==> src/sv/dqe_pkg.sv <==
// Shared constants, types and index helpers for the double-ended queue engine.
`default_nettype none

package dqe_pkg;

    localparam int QUEUE_DEPTH = 64;
    localparam int WORD_W      = 32;
    localparam int IDX_W       = $clog2(QUEUE_DEPTH);
    localparam int CNT_W       = $clog2(QUEUE_DEPTH + 1);
    localparam int SCALE_SHIFT = 10;

    typedef logic [IDX_W-1:0]         idx_t;
    typedef logic [CNT_W-1:0]         cnt_t;
    typedef logic signed [WORD_W-1:0] word_t;

    typedef enum logic [2:0] {
        ACT_PUSH_FRONT = 3'd0,
        ACT_PUSH_BACK  = 3'd1,
        ACT_POP_FRONT  = 3'd2,
        ACT_POP_BACK   = 3'd3,
        ACT_COUNT      = 3'd4,
        ACT_CLEAR      = 3'd5,
        ACT_SCALE      = 3'd6
    } action_t;

    typedef struct packed {
        logic  en;
        idx_t  addr;
        word_t data;
    } mem_wr_t;

    function automatic idx_t idx_inc(input idx_t i);
        idx_inc = (i == idx_t'(QUEUE_DEPTH - 1)) ? '0 : idx_t'(i + 1'b1);
    endfunction

    function automatic idx_t idx_dec(input idx_t i);
        idx_dec = (i == '0) ? idx_t'(QUEUE_DEPTH - 1) : idx_t'(i - 1'b1);
    endfunction

endpackage

`default_nettype wire

==> src/sv/dqe_store.sv <==
// Ring storage: one write port and one registered read port.
`default_nettype none

module dqe_store
    import dqe_pkg::*;
(
    input  wire logic    clk,
    input  wire mem_wr_t wr,
    input  wire idx_t    rd_addr,
    output word_t        rd_data
);

    word_t word_store [QUEUE_DEPTH];
    word_t rd_data_reg;

    always_ff @(posedge clk)
    begin
        if (wr.en)
        begin
            word_store[wr.addr] <= wr.data;
        end
        rd_data_reg <= word_store[rd_addr];
    end

    assign rd_data = rd_data_reg;

endmodule

`default_nettype wire

==> src/sv/dqe_scale.sv <==
// Saturating multiply by 1024, shared across every word of a scale walk.
`default_nettype none

module dqe_scale
    import dqe_pkg::*;
(
    input  wire word_t word_in,
    output word_t      word_out
);

    logic [SCALE_SHIFT:0] top_bits;
    logic                 fits;

    always_comb
    begin
        top_bits = word_in[WORD_W-1 -: SCALE_SHIFT + 1];
        fits     = (top_bits == '0) || (top_bits == '1);
        if (fits)
        begin
            word_out = word_in <<< SCALE_SHIFT;
        end
        else if (word_in[WORD_W-1])
        begin
            word_out = {1'b1, {(WORD_W-1){1'b0}}};
        end
        else
        begin
            word_out = {1'b0, {(WORD_W-1){1'b1}}};
        end
    end

endmodule

`default_nettype wire

==> src/sv/double_ended_queue_engine.sv <==
// Top level: double-ended queue of signed words with a sequencer over one store and one scaler.
//
// A command is transferred at a rising edge with start high and busy low. Each
// command yields exactly one result, shown on popped_value, was_empty,
// push_rejected and entry_count for a single cycle with done high; the
// receiver cannot stall, so capture the result on that cycle. Push, count,
// clear, a pop on an empty queue and a scale of an empty queue finish at the
// accepting edge; a pop passes on through the pop state, as the store's read
// data is registered; a scale walks the N stored words one word per cycle
// through the single saturating scaler and the one read and one write port of
// the store. busy is high only during a pop or scale walk, so a new command may
// be transferred in the same cycle that done is shown. A pop on an empty queue
// returns -1 with was_empty set; a push on a full queue stores nothing and sets
// push_rejected. Reset needs no clearing pass: words are only ever read after
// a push has written them.
`default_nettype none

module double_ended_queue_engine
    import dqe_pkg::*;
(
    input  wire logic                     clk,
    input  wire logic                     rst_n,
    input  wire logic                     start,
    output logic                          busy,
    input  wire logic [2:0]               action,
    input  wire logic signed [WORD_W-1:0] push_value,
    output logic                          done,
    output logic signed [WORD_W-1:0]      popped_value,
    output logic                          was_empty,
    output logic                          push_rejected,
    output logic [CNT_W-1:0]              entry_count
);

    typedef enum logic [1:0] {
        ST_IDLE,
        ST_POP,
        ST_SCALE
    } state_t;

    state_t  state_reg, state_next;
    idx_t    front_reg, front_next;
    idx_t    back_reg, back_next;
    cnt_t    count_reg, count_next;
    idx_t    walk_reg, walk_next;
    cnt_t    left_reg, left_next;
    logic    done_reg, done_next;
    word_t   popped_reg, popped_next;
    logic    empty_reg, empty_next;
    logic    rej_reg, rej_next;

    mem_wr_t mem_wr;
    idx_t    rd_addr;
    word_t   rd_data;
    word_t   scaled;

    logic    full;
    logic    empty;
    idx_t    front_dec;
    idx_t    back_dec;

    dqe_store u_store (
        .clk     (clk),
        .wr      (mem_wr),
        .rd_addr (rd_addr),
        .rd_data (rd_data)
    );

    dqe_scale u_scale (
        .word_in  (rd_data),
        .word_out (scaled)
    );

    assign busy      = (state_reg != ST_IDLE);
    assign full      = (count_reg == cnt_t'(QUEUE_DEPTH));
    assign empty     = (count_reg == '0);
    assign front_dec = idx_dec(front_reg);
    assign back_dec  = idx_dec(back_reg);

    always_comb
    begin
        state_next  = state_reg;
        front_next  = front_reg;
        back_next   = back_reg;
        count_next  = count_reg;
        walk_next   = walk_reg;
        left_next   = left_reg;
        done_next   = 1'b0;
        popped_next = popped_reg;
        empty_next  = empty_reg;
        rej_next    = rej_reg;
        mem_wr.en   = 1'b0;
        mem_wr.addr = front_dec;
        mem_wr.data = push_value;
        rd_addr     = front_reg;

        unique case (state_reg)
            ST_IDLE:
            begin
                if (start)
                begin
                    // Clear the result flags; most commands finish on this edge.
                    popped_next = '0;
                    empty_next  = 1'b0;
                    rej_next    = 1'b0;
                    done_next   = 1'b1;
                    unique case (action)
                        ACT_PUSH_FRONT:
                        begin
                            if (full)
                            begin
                                rej_next = 1'b1;
                            end
                            else
                            begin
                                mem_wr.en   = 1'b1;
                                mem_wr.addr = front_dec;
                                front_next  = front_dec;
                                count_next  = cnt_t'(count_reg + 1'b1);
                            end
                        end
                        ACT_PUSH_BACK:
                        begin
                            if (full)
                            begin
                                rej_next = 1'b1;
                            end
                            else
                            begin
                                mem_wr.en   = 1'b1;
                                mem_wr.addr = back_reg;
                                back_next   = idx_inc(back_reg);
                                count_next  = cnt_t'(count_reg + 1'b1);
                            end
                        end
                        ACT_POP_FRONT:
                        begin
                            if (empty)
                            begin
                                popped_next = '1;
                                empty_next  = 1'b1;
                            end
                            else
                            begin
                                rd_addr    = front_reg;
                                front_next = idx_inc(front_reg);
                                count_next = cnt_t'(count_reg - 1'b1);
                                done_next  = 1'b0;
                                state_next = ST_POP;
                            end
                        end
                        ACT_POP_BACK:
                        begin
                            if (empty)
                            begin
                                popped_next = '1;
                                empty_next  = 1'b1;
                            end
                            else
                            begin
                                rd_addr    = back_dec;
                                back_next  = back_dec;
                                count_next = cnt_t'(count_reg - 1'b1);
                                done_next  = 1'b0;
                                state_next = ST_POP;
                            end
                        end
                        ACT_CLEAR:
                        begin
                            front_next = '0;
                            back_next  = '0;
                            count_next = '0;
                        end
                        ACT_SCALE:
                        begin
                            if (!empty)
                            begin
                                // Fetch the front word and start the walk there.
                                rd_addr    = front_reg;
                                walk_next  = front_reg;
                                left_next  = count_reg;
                                done_next  = 1'b0;
                                state_next = ST_SCALE;
                            end
                        end
                        default:
                        begin
                            // Count and the unused code only report the count.
                        end
                    endcase
                end
            end
            ST_POP:
            begin
                popped_next = rd_data;
                done_next   = 1'b1;
                state_next  = ST_IDLE;
            end
            ST_SCALE:
            begin
                // Write back the scaled word and fetch the next one in the same cycle.
                mem_wr.en   = 1'b1;
                mem_wr.addr = walk_reg;
                mem_wr.data = scaled;
                rd_addr     = idx_inc(walk_reg);
                walk_next   = idx_inc(walk_reg);
                left_next   = cnt_t'(left_reg - 1'b1);
                if (left_reg == cnt_t'(1))
                begin
                    done_next  = 1'b1;
                    state_next = ST_IDLE;
                end
            end
            default:
            begin
                state_next = ST_IDLE;
            end
        endcase
    end

    always_ff @(posedge clk or negedge rst_n)
    begin
        if (!rst_n)
        begin
            state_reg <= ST_IDLE;
            front_reg <= '0;
            back_reg  <= '0;
            count_reg <= '0;
            walk_reg  <= '0;
            left_reg  <= '0;
            done_reg  <= 1'b0;
            empty_reg <= 1'b0;
            rej_reg   <= 1'b0;
        end
        else
        begin
            state_reg <= state_next;
            front_reg <= front_next;
            back_reg  <= back_next;
            count_reg <= count_next;
            walk_reg  <= walk_next;
            left_reg  <= left_next;
            done_reg  <= done_next;
            empty_reg <= empty_next;
            rej_reg   <= rej_next;
        end
    end

    // Popped word is payload only; qualify it with done.
    always_ff @(posedge clk)
    begin
        popped_reg <= popped_next;
    end

    assign done          = done_reg;
    assign popped_value  = popped_reg;
    assign was_empty     = empty_reg;
    assign push_rejected = rej_reg;
    assign entry_count   = count_reg;

    // The count never passes the ring depth.
    assert property (@(posedge clk) disable iff (!rst_n)
        count_reg <= cnt_t'(QUEUE_DEPTH))
        else $error("stored count exceeds queue depth");

    // Back index always sits count entries past the front index.
    assert property (@(posedge clk) disable iff (!rst_n)
        back_reg == idx_t'(front_reg + count_reg[IDX_W-1:0]))
        else $error("ring indices disagree with stored count");

    // A rejected push is only reported on a full queue.
    assert property (@(posedge clk) disable iff (!rst_n)
        done && push_rejected |-> entry_count == cnt_t'(QUEUE_DEPTH))
        else $error("push rejected on a queue that is not full");

    // An empty pop reports -1 and leaves an empty queue.
    assert property (@(posedge clk) disable iff (!rst_n)
        done && was_empty |-> popped_value == '1 && entry_count == '0)
        else $error("empty pop result malformed");

    // A scale walk ends with a done strobe on the following cycle.
    assert property (@(posedge clk) disable iff (!rst_n)
        state_reg == ST_SCALE && left_reg == cnt_t'(1) |=> done && !busy)
        else $error("scale walk did not complete");

endmodule

`default_nettype wire
==> config.mk <==
export PLATFORM = sky130hd
export DESIGN_NAME = double_ended_queue_engine
export DESIGN_NICKNAME = d
export VERILOG_FILES = /design/src/sv/dqe_pkg.sv /design/src/sv/dqe_store.sv /design/src/sv/dqe_scale.sv /design/src/sv/double_ended_queue_engine.sv
export SDC_FILE = /design/constraint.sdc
export NUM_CORES = 2
export LEC_CHECK = 0
export BUFFER_PORTS_ARGS = -buffer_cell sky130_fd_sc_hd__clkbuf_2
export CAP_MARGIN = 5
export CORE_ASPECT_RATIO = 1.5
export CORE_UTILIZATION = 25
export DETAILED_ROUTE_END_ITERATION = 16
export GPL_TIMING_DRIVEN = 1
export SYNTH_ARGS = -nofsm -noshare
export SYNTH_HDL_FRONTEND = slang
export SYNTH_SLANG_ARGS = --single-unit
==> constraint.sdc <==
create_clock -name clk -period 7.05 [get_ports clk]
set_input_delay 1.41 -clock clk [delete_from_list [all_inputs] [get_ports clk]]
set_output_delay 1.41 -clock clk [all_outputs]
set_load 0.01 [all_outputs]
==> impl_metrics.env <==
export IMPL_ant_nets=0
export IMPL_preCtsSetupSlack_ps=961
export IMPL_async_flop_share_pct=1.72
export IMPL_period_share_pct=76.9
export IMPL_ys_types=78
export IMPL_slowest_delay_ps=1000
export IMPL_seq_power_share_pct=37.4
export IMPL_tritoncts="yes"
export IMPL_whs_path_depth=2
export IMPL_hold_slack_ps=473
export IMPL_dp_hpwl_um=144000
export IMPL_timing_rr_end="u_store.rd_data[9]"
export IMPL_ys_top_cells_by_count="edfxtp_1, mux2i_1, nand2_1, a21oi_1, a221oi_1"
export IMPL_synth_cell_area_mm2=0.0844
export IMPL_cts_htree_levels=4
export IMPL_synth_most_common_cell="edfxtp_1"
export IMPL_syn2layout_area_growth_pct=15.9
export IMPL_core_area_mm2=0.336
export IMPL_holdBufCountCts=0
export IMPL_crit_fanout=32
export IMPL_final_max_slew_viol_count=0
export IMPL_critPathRequiredTime_ps=7480
export IMPL_synth_area_top_cells="edfxtp_1, mux2i_1, a221oi_1"
export IMPL_start_util_pct=25.1
export IMPL_worst_endpoint_arrival_ps=5850
export IMPL_end_kind="flip-flop"
export IMPL_synth_top_area_share_pct=74.0
export IMPL_cp_start_kind="input pin"
export IMPL_syn_nets=5185
export IMPL_tns_ps=0
export IMPL_fin_nets=5334
export IMPL_clk_latency_ps=840
export IMPL_fmax_mhz=185
export IMPL_outcome="completed"
export IMPL_r2r_setup_slack_ps=1730
export IMPL_ir_drop_mv=0.494
export IMPL_p_int_mw=28.1
export IMPL_fp_dieH_um=714
export IMPL_grt_use_total_pct=13.1
export IMPL_crit_end="u_store.word_store[63][17]"
export IMPL_critPathLaunch="action[1]"
export IMPL_placed_cell_area_mm2=0.0919
export IMPL_fp_dieArea_mm2=0.340
export IMPL_combPwrFrac_pct=40.5
export IMPL_cap_violations=0
export IMPL_synth_edf_count=2080
export IMPL_clock_skew_ps=72.7
export IMPL_power_density_mw_per_mm2=472
export IMPL_path_cells="clkbuf_2, a311o_1, nor3_1, a22oi_1, o211ai_1, nand3b_1, nand2b_1, nor2_4"
export IMPL_route_detailed_drc=0
export IMPL_cts_resized=0
export IMPL_largest_reg_flops=2048
export IMPL_cpMaxStageDelayCell="nor2_4"
export IMPL_final_layout_size_suffix_gt1_share_pct=14.4
export IMPL_yosysWarnings=0
export IMPL_dp_cells=9563
export IMPL_final_min_clock_period_ps=5420
export IMPL_path_clk_slew_ps=60
export IMPL_cts_root_buf="clkbuf_16"
export IMPL_fin_area_mm2=0.0979
export IMPL_power_leakage_nw=32.9
export IMPL_synth_flop_cell="edfxtp_1"
export IMPL_vias_per_cell=4.85
export IMPL_setup_ws_ps=1630
export IMPL_tightest_slew_ps=1270
export IMPL_power_switching_mw=18.1
export IMPL_portBuffers=80
export IMPL_grt_max_degree=133
export IMPL_routed_wl_um=233000
export IMPL_ys_ff_latch=2149
export IMPL_p_sw_share_pct=39.3
export IMPL_first_iter_violations=4575
export IMPL_setup_viol=0
export IMPL_reg2regPathDepth=10
export IMPL_path_buf_inv=1
export IMPL_grt_pass1_vias=48304
export IMPL_finalHoldViolations=0
export IMPL_total_power_mw=46.2
export IMPL_slew_headroom_pct=15.4
export IMPL_post_cts_buffers=0
export IMPL_fillers=33155
export IMPL_grt_ovfl_total=0
export IMPL_ys_seq_area_share_pct=75.8
export IMPL_fin_util_pct=29.1
export IMPL_cts_made_buffers=187
export IMPL_rows=261
export IMPL_antenna_found_initial=5
export IMPL_clkPwrFrac_pct=22.1
export IMPL_clk_path_buf_depth=4
export IMPL_drt_pass1_iter_count=6
export IMPL_crit_cells=8
export IMPL_die_w_um=477
export IMPL_timing_setup_critical_path_class="input pin to flip-flop"
export IMPL_syn_area_per_cell_um2=16.4
export IMPL_clock_sinks=2149
export IMPL_yosys_area_top_type="edfxtp_1"
export IMPL_path_delay_family="simple AND/OR/NAND/NOR gates"
export IMPL_routedWlPerCell_um=23.5
export IMPL_vias=48013
export IMPL_io_pins=81
export IMPL_fin_cells=9904
export IMPL_place_congestion=0.857
export IMPL_synth_cells=5133
export IMPL_grt_pass1_wl_um=334000
export IMPL_min_path_type="flip-flop to flip-flop"
export IMPL_r2r_start="state_reg[0]"
export IMPL_rsz0062_at_grt="no"
==> area by class of cell <==
type	instances	area (um^2)	area share, %
antenna	1	2.50	0.00256
clock inverter	94	832	0.850
inverter	18	67.6	0.0690
timing repair buffer	327	2710	2.77
multi-input combinational	2599	19500	19.9
clock buffer	245	5170	5.28
tap	4471	5590	5.72
sequential	2149	64000	65.4
==> kinds of logic after synthesis <==
family	count (synthesis)	synth area share, %
fa+ha+maj	14	0.216
compound gates	1224	10.2
mux	604	7.68
buf+inv	385	2.13
xor+xnor	12	0.124
flops	2149	75.8
simple gates	745	3.81
==> worst min-delay path: stages, from the launching register on <==
cell and delay (ps):
dfrtp_1 340, nand2_1 50, nand2_1 50
==> layer usage <==
layer	global-route usage (%)	vias up	wire (um)	share of wire [%]
met5	0	-	0	0
met4	5.84	0	10500	4.5
met3	1.51	477	12600	5.4
met2	24.5	1831	123000	53
met1	14.9	24766	86500	37
li1	-	20939	-	-
==> power by group through the flow <==
stage	Sequential [mW]	Combinational, mW	Clock, mW
final	17.3	18.7	10.2
after CTS	17.2	18.7	10.4
after detailed placement	17.5	18.7	0
after global placement	17.5	18.3	0
after floorplan	17.4	11.3	0
after global routing	17.3	19.8	10.8
==> worst min path at each step <==
stage	from	end	slack [ps]
2_1_floorplan	left_reg[6]	left_reg[6]	470
3_3_place_gp	push_rejected	push_rejected	470
3_5_place_dp	push_rejected	push_rejected	470
4_1_cts	push_rejected	push_rejected	480
5_1_grt	push_rejected	push_rejected	500
6_report	push_rejected	push_rejected	470
==> cells in the final DEF (no fill, tap or decap), types with 36 or more instances in the layout <==
master	Yosys	final
dfrtp_1	37	37
o22ai_1	97	97
nand2_1	464	462
o21ai_0	81	59
a21oi_1	418	418
buf_4	12	210
a21o_1	47	37
nor2b_1	44	42
nor2_4	0	65
nor2_1	110	44
mux2i_1	570	570
nand4_1	39	39
clkbuf_2	1	80
buf_12	2	36
a221oi_1	389	389
clkbuf_16	0	191
edfxtp_1	2080	2080
clkinv_2	0	39
o41ai_1	113	111
Note: power is estimated with default switching activity, not from simulation.
